--- src/design/lna_pkg.sv ---
// Shared types, constants and tables for the logarithmic number ALU.
// Used by lna_front, lna_queue, lna_back and log_number_alu_unit.
package lna_pkg;

  localparam logic [1:0] OP_MUL = 2'd0;
  localparam logic [1:0] OP_DIV = 2'd1;
  localparam logic [1:0] OP_ADD = 2'd2;
  localparam logic [1:0] OP_SUB = 2'd3;

  localparam logic [15:0] SIGN_BIT    = 16'h4000;
  localparam logic [15:0] CANCEL_WORD = 16'h8000;
  localparam logic [13:0] FAR_DIST    = 14'd524;
  localparam logic [7:0]  EQUAL_CORR  = 8'd77;
  localparam int          PREFIX_LEN  = 77;
  localparam int          QUEUE_DEPTH = 2;

  // How the back end finishes a request.
  typedef enum logic [1:0] {
    K_DIRECT,  // word is already the result
    K_EQUAL,   // equal magnitudes: add fixed correction
    K_OPP,     // opposite signs: band or near table correction
    K_SAME     // same signs: prefix sum count correction
  } kind_t;

  typedef struct packed {
    kind_t       kind;
    logic [15:0] word;
    logic [9:0]  span;
  } lna_item_t;

  localparam logic [9:0] ADD_PREFIX [PREFIX_LEN] = '{
    10'd2,   10'd4,   10'd6,   10'd8,   10'd10,  10'd12,  10'd14,  10'd16,
    10'd18,  10'd21,  10'd23,  10'd25,  10'd27,  10'd30,  10'd32,  10'd34,
    10'd37,  10'd39,  10'd42,  10'd44,  10'd47,  10'd49,  10'd52,  10'd54,
    10'd57,  10'd60,  10'd62,  10'd65,  10'd68,  10'd71,  10'd74,  10'd77,
    10'd80,  10'd83,  10'd86,  10'd89,  10'd93,  10'd96,  10'd99,  10'd103,
    10'd106, 10'd110, 10'd114, 10'd118, 10'd122, 10'd126, 10'd130, 10'd134,
    10'd139, 10'd143, 10'd148, 10'd153, 10'd158, 10'd163, 10'd168, 10'd174,
    10'd180, 10'd186, 10'd193, 10'd200, 10'd207, 10'd215, 10'd223, 10'd232,
    10'd241, 10'd251, 10'd262, 10'd274, 10'd287, 10'd302, 10'd319, 10'd338,
    10'd360, 10'd386, 10'd419, 10'd463, 10'd539
  };

  localparam logic [7:0] NEAR_CORR [36] = '{
    8'd255, 8'd192, 8'd147, 8'd116, 8'd91,  8'd72,  8'd55,  8'd41,
    8'd28,  8'd17,  8'd7,   8'd254, 8'd247, 8'd241, 8'd235, 8'd230,
    8'd225, 8'd220, 8'd216, 8'd211, 8'd207, 8'd203, 8'd199, 8'd196,
    8'd192, 8'd189, 8'd186, 8'd183, 8'd180, 8'd177, 8'd174, 8'd171,
    8'd169, 8'd166, 8'd164, 8'd161
  };

  // Correction for opposite signs; d is 1..523.
  function automatic logic [7:0] opp_corr(input logic [9:0] d);
    logic [5:0] idx;
    idx = 6'(d - 10'd1);
    priority if (d >= 10'd446) opp_corr = 8'd255;
    else if (d >= 10'd347)     opp_corr = 8'd254;
    else if (d >= 10'd256)     opp_corr = 8'd244;
    else if (d >= 10'd143)     opp_corr = 8'd214;
    else if (d >= 10'd93)      opp_corr = 8'd163;
    else if (d >= 10'd63)      opp_corr = 8'd131;
    else if (d >= 10'd37)      opp_corr = 8'd114;
    else                       opp_corr = NEAR_CORR[idx];
  endfunction

endpackage

--- src/design/lna_front.sv ---
// Front end: decodes the operation, finishes multiply and divide, orders
// add operands and classifies the add case. Depends on lna_pkg.
module lna_front import lna_pkg::*; (
  input  logic [1:0]  operation,
  input  logic [15:0] operand_a,
  input  logic [15:0] operand_b,
  output lna_item_t   item
);

  logic [15:0] b_eff;
  logic [15:0] big;
  logic [15:0] small_w;
  logic [13:0] diff;
  logic [15:0] mul_sum;
  logic [15:0] div_diff;
  logic [15:0] mul_word;
  logic [15:0] div_word;

  assign b_eff    = (operation == OP_SUB) ? (operand_b ^ SIGN_BIT) : operand_b;
  assign big      = (operand_a[13:0] > b_eff[13:0]) ? operand_a : b_eff;
  assign small_w  = (operand_a[13:0] > b_eff[13:0]) ? b_eff : operand_a;
  assign diff     = big[13:0] - small_w[13:0];
  assign mul_sum  = operand_a + operand_b;
  assign div_diff = operand_a - operand_b;
  assign mul_word = {1'b1, mul_sum[14] ^ mul_sum[15], mul_sum[13:0]};
  assign div_word = {1'b1, div_diff[14] ^ ~div_diff[15], div_diff[13:0]};

  always_comb begin
    item.span = diff[9:0];
    item.word = big;
    item.kind = K_DIRECT;
    unique case (operation)
      OP_MUL: item.word = mul_word;
      OP_DIV: item.word = div_word;
      OP_ADD, OP_SUB: begin
        priority if ((operand_a ^ b_eff) == SIGN_BIT) item.word = CANCEL_WORD;
        else if (diff >= FAR_DIST)                     item.kind = K_DIRECT;
        else if (diff == '0)                           item.kind = K_EQUAL;
        else if (operand_a[14] ^ b_eff[14])            item.kind = K_OPP;
        else                                           item.kind = K_SAME;
      end
      default: item.word = mul_word;
    endcase
  end

endmodule

--- src/design/lna_queue.sv ---
// Short request queue between front and back end.
// Depends on lna_pkg for the entry type and depth.
module lna_queue import lna_pkg::*; (
  input  logic      clk,
  input  logic      rst,
  input  logic      push,
  input  lna_item_t push_item,
  input  logic      pop,
  output lna_item_t head,
  output logic      not_empty,
  output logic      full
);

  localparam int PW = $clog2(QUEUE_DEPTH);
  localparam int CW = $clog2(QUEUE_DEPTH + 1);

  lna_item_t      entries [QUEUE_DEPTH];
  logic [PW-1:0]  wr_ptr;
  logic [PW-1:0]  rd_ptr;
  logic [CW-1:0]  count;

  assign not_empty = (count != '0);
  assign full      = (count == CW'(QUEUE_DEPTH));
  assign head      = entries[rd_ptr];

  always_ff @(posedge clk) begin
    if (push) begin
      entries[wr_ptr] <= push_item;
    end
  end

  always_ff @(posedge clk) begin
    if (rst) begin
      wr_ptr <= '0;
      rd_ptr <= '0;
      count  <= '0;
    end else begin
      if (push) begin
        wr_ptr <= (wr_ptr == PW'(QUEUE_DEPTH - 1)) ? '0 : wr_ptr + 1'b1;
      end
      if (pop) begin
        rd_ptr <= (rd_ptr == PW'(QUEUE_DEPTH - 1)) ? '0 : rd_ptr + 1'b1;
      end
      count <= count + CW'(push) - CW'(pop);
    end
  end

  a_no_overflow: assert property (@(posedge clk) disable iff (rst) push |-> !full)
    else $error("request pushed into full queue");
  a_no_underflow: assert property (@(posedge clk) disable iff (rst) pop |-> not_empty)
    else $error("request popped from empty queue");
  a_count_bound: assert property (@(posedge clk) disable iff (rst)
    count <= CW'(QUEUE_DEPTH))
    else $error("queue count beyond depth");
  a_push_lands: assert property (@(posedge clk) disable iff (rst)
    push && !pop |=> not_empty)
    else $error("pushed request lost");

endmodule

--- src/design/lna_back.sv ---
// Back end: applies the add-path correction and registers the result.
// Depends on lna_pkg for the entry type and correction tables.
module lna_back import lna_pkg::*; (
  input  logic        clk,
  input  logic        rst,
  input  logic        in_valid,
  input  lna_item_t   in_item,
  output logic        done,
  output logic [15:0] result_word
);

  logic [6:0]  cnt;
  logic [7:0]  corr;
  logic [8:0]  sum;
  logic [5:0]  exp_in;
  logic [5:0]  exp_out;
  logic [15:0] res;

  // Count prefix sums at or below the distance, all in parallel.
  always_comb begin
    cnt = '0;
    for (int i = 0; i < PREFIX_LEN; i++) begin
      cnt = cnt + 7'(ADD_PREFIX[i] <= in_item.span);
    end
  end

  always_comb begin
    unique case (in_item.kind)
      K_EQUAL: corr = EQUAL_CORR;
      K_OPP:   corr = opp_corr(in_item.span);
      K_SAME:  corr = EQUAL_CORR - {1'b0, cnt};
      default: corr = '0;
    endcase
  end

  assign sum    = {1'b0, in_item.word[7:0]} + {1'b0, corr};
  assign exp_in = in_item.word[13:8];

  // Opposite signs subtract 256-c: no carry out means a borrow.
  always_comb begin
    unique case (in_item.kind)
      K_OPP:   exp_out = sum[8] ? exp_in : exp_in - 6'd1;
      K_DIRECT: exp_out = exp_in;
      default: exp_out = sum[8] ? exp_in + 6'd1 : exp_in;
    endcase
    res = (in_item.kind == K_DIRECT) ? in_item.word
                                     : {in_item.word[15:14], exp_out, sum[7:0]};
  end

  always_ff @(posedge clk) begin
    if (rst) begin
      done <= 1'b0;
    end else begin
      done <= in_valid;
    end
    if (in_valid) begin
      result_word <= res;
    end
  end

endmodule

--- src/design/log_number_alu_unit.sv ---
// Top level of the 16-bit logarithmic number ALU.
// Depends on lna_pkg, lna_front, lna_queue and lna_back.
//
// Usage:
//   Drive operation, operand_a and operand_b with start high; the request
//   is taken at a rising edge where busy is low. Operations: multiply,
//   divide, add, subtract on words with tag, sign, biased exponent and
//   fraction.
//   The front end classifies the request and writes it into a two-entry
//   queue at that edge. The back end takes one request a cycle from the
//   queue, applies the table correction and registers the result.
//   The back end registers the result at the edge after the accepting one;
//   done and result_word hold it for the next cycle, and it is taken at the
//   end of that cycle.
//   Throughput: one request per cycle; the back end drains one entry every
//   cycle, so the queue never holds more than one request and busy stays low.
//   The receiver cannot stall: each result must be taken while done is high.
//   Reset (rst, synchronous, active high) empties the queue and clears done;
//   requests in flight are dropped.
module log_number_alu_unit import lna_pkg::*; (
  input  logic        clk,
  input  logic        rst,
  input  logic        start,
  output logic        busy,
  input  logic [1:0]  operation,
  input  logic [15:0] operand_a,
  input  logic [15:0] operand_b,
  output logic        done,
  output logic [15:0] result_word
);

  lna_item_t front_item;
  lna_item_t head;
  logic      push;
  logic      not_empty;
  logic      full;

  assign busy = full;
  assign push = start && !busy;

  lna_front u_front (
    .operation (operation),
    .operand_a (operand_a),
    .operand_b (operand_b),
    .item      (front_item)
  );

  lna_queue u_queue (
    .clk       (clk),
    .rst       (rst),
    .push      (push),
    .push_item (front_item),
    .pop       (not_empty),
    .head      (head),
    .not_empty (not_empty),
    .full      (full)
  );

  lna_back u_back (
    .clk         (clk),
    .rst         (rst),
    .in_valid    (not_empty),
    .in_item     (head),
    .done        (done),
    .result_word (result_word)
  );

endmodule

--- config.mk ---
export PLATFORM = sky130hd
export DESIGN_NAME = log_number_alu_unit
export DESIGN_NICKNAME = d
export VERILOG_FILES = /design/src/design/lna_pkg.sv /design/src/design/lna_front.sv /design/src/design/lna_queue.sv /design/src/design/lna_back.sv /design/src/design/log_number_alu_unit.sv
export SDC_FILE = /design/constraint.sdc
export NUM_CORES = 1
export LEC_CHECK = 0
export ABC_AREA = 1
export BUFFER_PORTS_ARGS = -buffer_cell sky130_fd_sc_hd__clkbuf_2
export CAP_MARGIN = 15
export CORE_MARGIN = 5
export CORE_UTILIZATION = 35
export CTS_BUF_LIST = sky130_fd_sc_hd__clkbuf_2
export DETAILED_ROUTE_END_ITERATION = 8
export PLACE_DENSITY = 0.53
export SYNTH_ARGS = -nofsm -noshare
export SYNTH_HDL_FRONTEND = slang
export SYNTH_HIERARCHICAL = 1
export SYNTH_SLANG_ARGS = --single-unit
--- constraint.sdc ---
create_clock -name clk -period 15.1 [get_ports clk]
set_clock_uncertainty 0.2 [all_clocks]
set_input_delay 3.02 -clock clk [delete_from_list [all_inputs] [get_ports clk]]
set_output_delay 3.02 -clock clk [all_outputs]
set_load 0.01 [all_outputs]
== Word-level counts from Yosys, hierarchy flattened ==
Memory sizes are Yosys's and may differ from the RTL's. A register that Yosys moved wholly into a read port is not among the register bits.
Index checks and enable logic that the tools add are counted.

* Register bits after elaboration: 21
* Bits in read-only memories: 512
* Memories: 2
* Input port bits: 37
* RAM bits: 56
* Output and inout port bits: 18
* Logic and storage cells: 234

* Bitwise gates (word level): 7
* Order comparisons: 87
* Equal/unequal tests: 8
* Muxes and demuxes: 30
* Reductions and logical operators: 7
* $add $sub $neg: 88

{| class="wikitable"
|+ Memories
! name !! depth !! bits a word !! rd ports !! clocked after Yosys merged registers in !! wr ports !! RTL line !! RTL
|-
| (name not given) || 64 || 8 || 1 || 0 || 0 || lna_pkg.sv:63 || <nowiki>else opp_corr = NEAR_CORR[idx];</nowiki>
|-
| u_queue.entries || 2 || 28 || 1 || 1 || 1 || lna_queue.sv:17 || <nowiki>lna_item_t entries [QUEUE_DEPTH];</nowiki>
|}

{| class="wikitable"
|+ Operators with widths
! kind !! number
|-
| adder 7 x 1 -> 7 bit || 75
|-
| less-or-equal comparator 8 x 10 -> 1 bit (first input constant) || 20
|-
| less-or-equal comparator 7 x 10 -> 1 bit (first input constant) || 19
|-
| less-or-equal comparator 6 x 10 -> 1 bit (first input constant) || 13
|-
| less-or-equal comparator 9 x 10 -> 1 bit (first input constant) || 10
|-
| 2-to-1 mux 8 bit || 9
|-
| less-or-equal comparator 5 x 10 -> 1 bit (first input constant) || 7
|-
| case mux 16 bit (3 select lines) || 1
|-
| less-or-equal comparator 4 x 10 -> 1 bit (first input constant) || 4
|-
| 2-to-1 mux 16 bit || 2
|-
| greater-or-equal comparator 10 x 9 -> 1 bit (second input constant) || 3
|-
| 2-to-1 mux 14 bit || 2
|-
| case mux 8 bit (3 select lines) || 1
|-
| greater-or-equal comparator 10 x 6 -> 1 bit (second input constant) || 2
|-
| less-or-equal comparator 3 x 10 -> 1 bit (first input constant) || 2
|-
| 2-to-1 mux 6 bit || 3
|-
| adder 16 bit || 1
|-
| == test 16 x 15 -> 1 bit (second input constant) || 1
|-
| subtractor 16 bit || 1
|-
| XOR 16 bit || 1
|-
| 2-to-1 mux 15 bit || 1
|-
| greater-or-equal comparator 14 x 10 -> 1 bit (second input constant) || 1
|-
| greater-than comparator 14 bit || 1
|-
| logical NOT 14 bit || 1
|-
| other kinds (26) || 46
|}

== Depth between registers and ports, before layout ==
Gate-level depths: netlist of run 1.

* Word-level depth: 83
* Gate-level depth with buffers: 47
* Mapped depth without buffers: 44

== Modules after synthesis ==
The synthesis of run 1 kept the hierarchy.

{| class="wikitable"
|+ Modules (own cells, without submodules)
! module !! cells an instance !! area an instance (um^2) !! instances !! seq. area each (um^2)
|-
| lna_back || 857 || 6286.0 || 1 || 500.5
|-
| lna_front || 550 || 3086.7 || 1 || 0.0
|-
| lna_queue || 118 || 2347.3 || 1 || 1781.7
|-
| log_number_alu_unit || 2 || 10.0 || 1 || 0.0
|}

== Least setup slack after synthesis of run 1 ==
Ideal clock, no wire load.

* Path type: register -> register
* From: reg with a tool-made name
* To: reg u_back.result_word[11], data pin
* Data required time: 14638 ps
* Buffers on the path: 3
* Clock period less this slack: 9323 ps
* Arrival: 8861 ps
* Setup time: 262 ps
* Cell stages (with the launch flop): 43
* Path slack: 5777 ps
* Path through: dfxtp_1 > buf_6 > buf_12 > mux2_4 > buf_4 > nor2_2 > inv_2 > nor2_1 > inv_1 > nor2_1 > o21ai_0 > fa_1 > inv_1 > ha_1 > fa_1 > inv_1 > fa_1 > inv_1 > (+7 left out) > inv_1 > ha_1 > fa_1 > nand2_1 > nand2_1 > a21oi_1 > xnor2_1 > o21ai_1 > ha_1 > nand2_1 > nor3_1 > nand2_1 > nand2_1 > inv_1 > nor2_1 > inv_1 > o21ai_1 > xor2_1

{| class="wikitable"
|+ RTL lines
! element !! RTL line !! RTL
|-
| end signal, assigned || lna_back.sv:57 || <nowiki>result_word <= res;</nowiki>
|-
| end, declared || lna_back.sv:9 || <nowiki>output logic [15:0] result_word</nowiki>
|}

==> summary.md, run 1 <==
| Metric | Value |
|---|---|
| Status | complete, no violations |
| EDFF count, synth | 72 |
| Most used cell, CP | fa_1 |
| Headroom to the max-slew limit | 27.90% |
| Final #Nets | 1,787 |
| 1st-pass router iterations | 8 |
| Largest net degree at the start of global routing | 30 |
| Max Transition Viols Final | 0 |
| Syn Area/Cell | 7.682 µm² |
| Dpl cell area | 12,280 µm² |
| Post-layout min period | 10.41 ns |
| Synth Cell Area | 11,730 µm² |
| # hold bufs at CTS | 0 |
| Worst slew pin tran | 1.068 ns |
| Number of buffers created by CTS | 9 |
| WHS Path Cells | 2 |
| Worst reg2reg path endpoint | u_back/result_word[13] |
| Global placement routability congestion | 0.9504 |
| Part of the cycle the worst path needs | 68.97% |
| Vias post-DR | 10,212 |
| Final wirelength | 36.02 mm |
| Netlist cell types | 60 |
| Post_cts resized | 0 |
| Final setup vio count | 0 |
| Total negative setup slack | 0 ns |
| Crit-path slowest cell | fa_1 |
| First-pass GRT wire length | 57.50 mm |
| WL/cell | 17.91 µm |
| R2R depth | 37 |
| Final Util | 37.26% |
| Hold Vio Cnt, Final | 0 |
| Largest delay share family, worst path | adder cells |
| WP buf/inv | 6 |
| Worst skew pair latency | 0.55 ns |
| Die area | 37,280 µm² |
| Setup Buffers After CTS | 0 |
| Fraction of final layout cells sized beyond drive strength 1 | 14.53% |
| Post-DP HPWL | 30.06 mm |
| Root Driver | clkbuf_2 |
| Max_cap viols | 0 |
| Fmax | 0.09603 GHz |
| Dominant cells by area after synthesis | edfxtp_1, ha_1, fa_1 |
| Req. time, crit path | 15.25 ns |
| Initial antenna violation count | 1 |
| H-tree levels | 3 |
| Unrepaired setup endpoints after global routing | no |
| Clock-pin slew on the worst setup and hold paths | 0.24 ns |
| Startpoint types | flop |
| Hold Crit Class | flop to flop |
| Initial Util | 35.25% |
| Fill count | 3,606 |
| Crit. End Element | flop |
| Post-Syn Nets | 1,757 |
| WS Path Type | flop to flop |
| R2r setup slk | 4.69 ns |
| Top FF cell, synth | edfxtp_1 |
| DR iter-0 viols | 711 |
| Routed vias/inst | 5.078 |
| Top Ports | 55 |
| Tot GR Track Use | 19.67% |
| Number of global-route vias before repair | 10,329 |
| Layout area overhead | 5.728% |
| ANT nets after route | 0 |
| Hold path endpoint | u_queue/rd_ptr |
| Port buffer count | 54 |
| Ys async rst share | 0% |
| Sink Count | 78 |
| Slowest stage delay, CP | 0.55 ns |
| # rows | 67 |
| Hold Path Origin | u_queue/rd_ptr |
| Hold_ws | 0.3535 ns |
| # DRC | 0 |
| Yosys reg bits | 78 |
| Yosys top cell by area | edfxtp_1 |
| Core area | 33,280 µm² |
| Critical path fanouts, max | 28 |
| Synthesized instance count | 1,527 |
| CTS max path bufs | 2 |
| Die Y | 193.1 µm |
| Design Area, Final | 12,400 µm² |
| CTS tree | done |
| Synth top area share | 18.43% |
| Sequential fraction of the synthesis area | 19.46% |
| Post-synth top cells | nand2_1, inv_1, ha_1, nor2_1, a21oi_1 |
| Total grt overflow | 0 |
| Total number of yosys warnings | 6 |
| Worst EP arrival | 10.57 ns |
| Top-count cell post-synth | nand2_1 |
| Die width | 193.1 µm |
[worst min-delay path, stage by stage (launching register included)]
cell and delay (ns):
dfxtp_1 0.38, xnor2_1 0.09, nor2_1 0.07
[through the flow]
stage / std cells / worst slack (ns)
2_1_floorplan: 1527 / 5.777
3_3_place_gp: 1994 / 4.753
3_5_place_dp: 1994 / 4.696
4_1_cts: 2010 / 4.652
5_1_grt: 2011 / 4.024
6_report: 2011 / 4.686
[layout by cell type, fill, tap and decap left out, types with 9 or more instances in the layout]
cell type	synthesis	final
nand4_1	13	13
fa_1	72	72
clkbuf_2	0	63
nand2_2	20	20
nor2_1	116	115
xor2_1	19	19
a21oi_1	77	77
nand2_1	288	288
nor2_2	13	14
ha_1	121	121
inv_1	280	280
nand3_1	75	75
or2_2	9	9
o21ai_1	24	24
a21oi_2	9	9
a31oi_1	10	10
mux2_4	20	20
o211ai_1	23	23
edfxtp_1	72	72
nand2_4	18	18
nor3_1	23	23
nand3_2	10	10
o21ai_0	57	57
inv_2	24	24
[sequential cells by signal, summed over array words and instances, names as in the netlist, named ones only]
register            count
u_queue/rd_ptr          1
u_back/result_word     16
u_queue/entries        56
u_queue/count           2
u_back/done             1
u_queue/wr_ptr          1
[area by class of cell]
type                            count  area (µm²)  share of cell area (%)
Antenna cell                        1       2.502                 0.02018
Inverter                          310        1170                   9.433
Clock inverter                      7       77.57                  0.6255
Sequential cell                    78        2282                   18.40
Multi-Input combinational cell   1100        7964                   64.22
Clock buffer                        9       45.04                  0.3632
Tap cell                          448       560.5                   4.520
Timing Repair Buffer               58       300.3                   2.421
[worst max path at each step]
stage               depth (start not counted)                endpoint  slack [ns]  start
global route                               38  u_back/result_word[13]        4.02   flop
floorplan                                  42  u_back/result_word[11]        5.78   flop
detailed placement                         37  u_back/result_word[13]        4.70   flop
CTS                                        39  u_back/result_word[11]        4.65   flop
global placement                           39  u_back/result_word[11]        4.75   flop
finish                                     37  u_back/result_word[13]        4.69   flop
[cell families (layout without fill, tap and decap cells)]
| logic type | after synthesis | count (layout) | synth area share (%) |
|---|---|---|---|
| and+or+nand+nor | 606 | 606 | 24.53 |
| buffers and inverters | 349 | 384 | 12.67 |
| AOI/OAI and AO/OA | 248 | 248 | 12.89 |
| adders and majority gates | 193 | 193 | 25.19 |
| DFF | 78 | 78 | 19.46 |
| muxes | 28 | 28 | 3.328 |
| xor gates and xnor gates | 25 | 25 | 1.931 |
| other | 0 | 1 | 0 |
[metal layers]
layer | GRT usage [%] | share of wire [%] | up-vias
met2 | 33.68 | 48 | 272
met5 | 0 | 0 | -
li1 | - | - | 5036
met3 | 1.080 | 3.4 | 40
met4 | 4.929 | 2.0 | 0
met1 | 27.34 | 47 | 4864
Power of run 1 is not shown: default switching activity piles up to over one toggle a cycle in this logic, so the estimate is an artifact.
==> run 2, diff against run 1 <==
==> constraint.sdc (replaced) <==
create_clock -name clk -period 10.89 [get_ports clk]
set_clock_uncertainty 0.2 [all_clocks]
set_input_delay 2.178 -clock clk [delete_from_list [all_inputs] [get_ports clk]]
set_output_delay 2.178 -clock clk [all_outputs]
set_load 0.01 [all_outputs]
==> summary.md, run 2 (synthesis gave the netlist of run 1 again) <==
| Metric | Value |
|---|---|
| Largest net degree at the start of global routing | 30 |
| Setup Buffers After CTS | 0 |
| WL/cell | 17.77 µm |
| Fmax | 0.09913 GHz |
| Largest Register | u_queue/entries |
| CP endpoint | u_back/result_word[11] |
| Number of buffers created by CTS | 9 |
| Most frequent cells in the layout | nand2_1, inv_1, ha_1 |
| Max_cap viols | 0 |
| Final wirelength | 35.82 mm |
| DR iter-0 viols | 782 |
| Die Y | 193.1 µm |
| Number of global-route vias before repair | 10,053 |
| Core area | 33,280 µm² |
| Post-DP HPWL | 29.64 mm |
| CTS max path bufs | 2 |
| Initial antenna violation count | 1 |
| H-tree levels | 3 |
| Total negative setup slack | 0 ns |
| First-pass GRT wire length | 56.50 mm |
| Part of the cycle the worst path needs | 92.63% |
| Worst slew pin tran | 1.065 ns |
| Final #Nets | 1,792 |
| # rows | 67 |
| Worst reg2reg path endpoint | u_back/result_word[11] |
| Crit. End Element | flop |
| Slowest stage delay, CP | 0.58 ns |
| Total grt overflow | 0 |
| Unrepaired setup endpoints after global routing | no |
| Hold Vio Cnt, Final | 0 |
| WS Path Type | flop to flop |
| Hold Crit Class | flop to flop |
| R2R depth | 40 |
| Top Ports | 55 |
| Critical path fanouts, max | 18 |
| # hold bufs at CTS | 0 |
| Port buffer count | 54 |
| Req. time, crit path | 11.08 ns |
| Status | complete, no violations |
| Die area | 37,280 µm² |
| Final Util | 37.44% |
| Headroom to the max-slew limit | 28.09% |
| Vias post-DR | 10,260 |
| Sink Count | 78 |
| Most used cell, CP | fa_1 |
| Startpoint types | flop |
| R2r setup slk | 0.80 ns |
| Root Driver | clkbuf_2 |
| Max reg flops | 56 |
| Initial Util | 35.25% |
| Fraction of final layout cells sized beyond drive strength 1 | 15.00% |
| CTS tree | done |
| Final setup vio count | 0 |
| Commonest non-fill, non-tap cell in the layout | nand2_1 |
| Post-layout min period | 10.09 ns |
| # DRC | 0 |
| Global placement routability congestion | 0.9646 |
| Largest registers | u_queue/entries (56), u_back/result_word (16), u_queue/count (2) |
| Clock-pin slew on the worst setup and hold paths | 0.28 ns |
| Worst EP arrival | 10.28 ns |
| Routed vias/inst | 5.089 |
| Die width | 193.1 µm |
| Tot GR Track Use | 19.30% |
| Layout area overhead | 6.229% |
| 1st-pass router iterations | 6 |
| Worst skew pair latency | 0.56 ns |
| ANT nets after route | 0 |
| Crit-path slowest cell | dfxtp_2 |
| Max Transition Viols Final | 0 |
run 2: cell count changes in the layout (fill, tap and decap cells not counted), sizes merged:
| cell | change |
|---|---|
| buf | +5 |
run 2: worst min path at each step:
stage / end / start / cells after the start
2_1_floorplan: flop / u_queue/rd_ptr / 2
3_3_place_gp: u_queue/rd_ptr / u_queue/rd_ptr / 2
3_5_place_dp: u_queue/rd_ptr / u_queue/rd_ptr / 2
4_1_cts: u_queue/wr_ptr / u_queue/wr_ptr / 2
5_1_grt: u_queue/rd_ptr / u_queue/rd_ptr / 2
6_report: u_queue/wr_ptr / u_queue/wr_ptr / 2
run 2: critical path: cells and delay by family (launching register included):
family                     cells  cell delay (ns)
AOI/OAI and AO/OA              4             0.68
xor gates and xnor gates       2             0.33
muxes                          1             0.45
adders and majority gates     13             5.29
buffers and inverters          9             0.78
and+or+nand+nor               11             1.60
DFF                            1             0.58
run 2: cell type report:
cell class | instances | area [µm²]
clock buffer | 9 | 45.04
multi-input combinational | 1100 | 7975
fill | 3550 | 20820
timing repair buffer | 63 | 337.8
inverter | 310 | 1170
clock inverter | 7 | 86.33
antenna | 1 | 2.502
sequential | 78 | 2283
tap | 448 | 560.5
run 2: layer usage:
| metal | routed length, µm | global-route usage (%) |
|---|---|---|
| met1 | 16090 | 26.44 |
| met3 | 1811 | 1.350 |
| met5 | 0 | 0 |
| met4 | 890 | 5.038 |
| met2 | 17030 | 33.19 |
run 2: repair_timing:
action,4_1_cts,5_1_grt
gates resized for setup,0,3
endpoints found under the hold margin,0,0
setup endpoints to repair,0,6
run 2: metrics by stage:
step	area (µm²)	setup slack (ns)	hold WS, ns	std cells
after floorplan	11730	1.567	0.2813	1527
after global placement	12310	0.4851	0.2954	1999
after detailed placement	12310	0.5502	0.3048	1999
after CTS	12450	0.5300	0.3565	2015
after global routing	12460	0.01408	0.3810	2016
final	12460	0.8026	0.3512	2016
Power of run 2 is left out for the same reason.
==> run 3, diff against run 2 <==
--- a/config.mk
+++ b/config.mk
@@ -6,13 +6,16 @@
 export NUM_CORES = 1
 export LEC_CHECK = 0
 export ABC_AREA = 1
+export ABC_CLOCK_PERIOD_IN_PS = 10890
 export BUFFER_PORTS_ARGS = -buffer_cell sky130_fd_sc_hd__clkbuf_2
 export CAP_MARGIN = 15
 export CORE_MARGIN = 5
 export CORE_UTILIZATION = 35
 export CTS_BUF_LIST = sky130_fd_sc_hd__clkbuf_2
 export DETAILED_ROUTE_END_ITERATION = 8
+export MAX_ROUTING_LAYER = met4
 export PLACE_DENSITY = 0.53
+export SLEW_MARGIN = 10
 export SYNTH_ARGS = -nofsm -noshare
 export SYNTH_HDL_FRONTEND = slang
 export SYNTH_HIERARCHICAL = 1
==> summary.md, run 3 (synthesis gave the netlist of run 1 again) <==
| Metric | Value |
|---|---|
| Status | complete, no violations |
| Die width | 193.1 µm |
| Max Transition Viols Final | 0 |
| Most frequent cells in the layout | nand2_1, inv_1, ha_1 |
| Unrepaired setup endpoints after global routing | no |
| 1st-pass router iterations | 6 |
| Post-DP HPWL | 30.70 mm |
| Total negative setup slack | 0 ns |
| Layout area overhead | 6.272% |
| # DRC | 0 |
| WS Path Type | flop to flop |
| R2r setup slk | 0.76 ns |
| Placed insts | 2,001 |
| CTS tree | done |
| Req. time, crit path | 11.05 ns |
| Initial antenna violation count | 1 |
| Max reg flops | 56 |
| Top Ports | 55 |
| Number of buffers created by CTS | 9 |
| First-pass GRT wire length | 58.61 mm |
| Crit. End Element | flop |
| WHS Path Cells | 2 |
| DR iter-0 viols | 762 |
| Clock-pin slew on the worst setup and hold paths | 0.26 ns |
| # rows | 67 |
| Hold Vio Cnt, Final | 0 |
| Initial Util | 35.25% |
| Finished Layout Cells | 2,018 |
| Critical path fanouts, max | 16 |
| Largest registers | u_queue/entries (56), u_back/result_word (16), u_queue/count (2) |
| Fmax | 0.09869 GHz |
| Hold_ws | 0.3537 ns |
| Port buffer count | 54 |
| Number of global-route vias before repair | 10,294 |
| Startpoint types | flop |
| Routed vias/inst | 5.060 |
| Final setup vio count | 0 |
| Most used cell, CP | fa_1 |
| Max_cap viols | 0 |
| Final wirelength | 36.65 mm |
| Total grt overflow | 0 |
| Root Driver | clkbuf_2 |
| CTS max path bufs | 2 |
| Sink Count | 78 |
| Headroom to the max-slew limit | 38.51% |
| Worst reg2reg path endpoint | u_back/result_word[13] |
| Hold Crit Class | flop to flop |
| Worst skew pair latency | 0.56 ns |
| Slowest stage delay, CP | 0.58 ns |
| Tot GR Track Use | 20.70% |
| ANT nets after route | 0 |
| WL/cell | 18.16 µm |
| R2R depth | 35 |
| Final #Nets | 1,794 |
| Hold path endpoint | u_queue/wr_ptr |
| Worst slew pin tran | 0.9108 ns |
| Vias post-DR | 10,212 |
| Part of the cycle the worst path needs | 93.05% |
| Worst EP arrival | 10.29 ns |
| Core area | 33,280 µm² |
| Hold Path Origin | u_queue/wr_ptr |
| Commonest non-fill, non-tap cell in the layout | nand2_1 |
| Post-layout min period | 10.13 ns |
| H-tree levels | 3 |
| Largest net degree at the start of global routing | 30 |
| Die area | 37,280 µm² |
| Crit-path slowest cell | dfxtp_2 |
| Largest Register | u_queue/entries |
| Fraction of final layout cells sized beyond drive strength 1 | 14.98% |
| Global placement routability congestion | 1.007 |
| Die Y | 193.1 µm |
==> run 3: how the worst max path moves through the flow <==
stage	endpoint	slack, ns	cells past startpoint
3_5_place_dp	u_back/result_word[13]	0.54	35
5_1_grt	u_back/result_word[10]	0.17	40
6_report	u_back/result_word[13]	0.76	35
2_1_floorplan	u_back/result_word[11]	1.57	42
3_3_place_gp	u_back/result_word[11]	0.37	37
4_1_cts	u_back/result_word[11]	0.58	37
==> run 3: what timing repair did <==
| item | CTS | global route |
|---|---|---|
| hold buffers | 0 | 0 |
| setup buffers | 0 | 0 |
| resized for setup | 0 | 1 |
| setup endpoints to repair | 0 | 4 |
| endpoints found under the hold margin | 0 | 0 |
==> run 3: per-stage QoR <==
step           area [µm²]  worst slack (ns)  util [%]
3_5_place_dp        12330            0.5357     37.05
2_1_floorplan       11730             1.567         -
5_1_grt             12470            0.1708     37.46
6_report            12470            0.7572     37.46
4_1_cts             12460            0.5841     37.45
3_3_place_gp        12330            0.3688     37.05
==> run 3: cell type report <==
class,count,area (µm²)
Sequential cell,78,2283
Clock inverter,7,87.58
Fill cell,3573,20820
Multi-Input combinational cell,1100,7964
Antenna cell,1,2.502
Timing Repair Buffer,65,352.8
Clock buffer,9,45.04
Tap cell,448,560.5
Inverter,310,1170
==> run 3: critical path: cells and delay by family, from the launching register on <==
kind	cells	cell delay, ns
and+or+nand+nor	9	1.23
adders and majority gates	13	5.59
buffers and inverters	5	0.54
muxes	1	0.46
DFF	1	0.58
xor gates and xnor gates	1	0.14
AOI/OAI and AO/OA	6	1.22
==> run 3: routing by layer <==
layer / up-vias / share of wire [%] / track usage [%]
met5: - / 0 / -
met4: 0 / 2.1 / 4.493
met3: 45 / 3.5 / 1.404
met2: 270 / 48 / 34.58
met1: 4838 / 46 / 27.87
li1: 5059 / - / -
Power of run 3 is left out for the same reason.
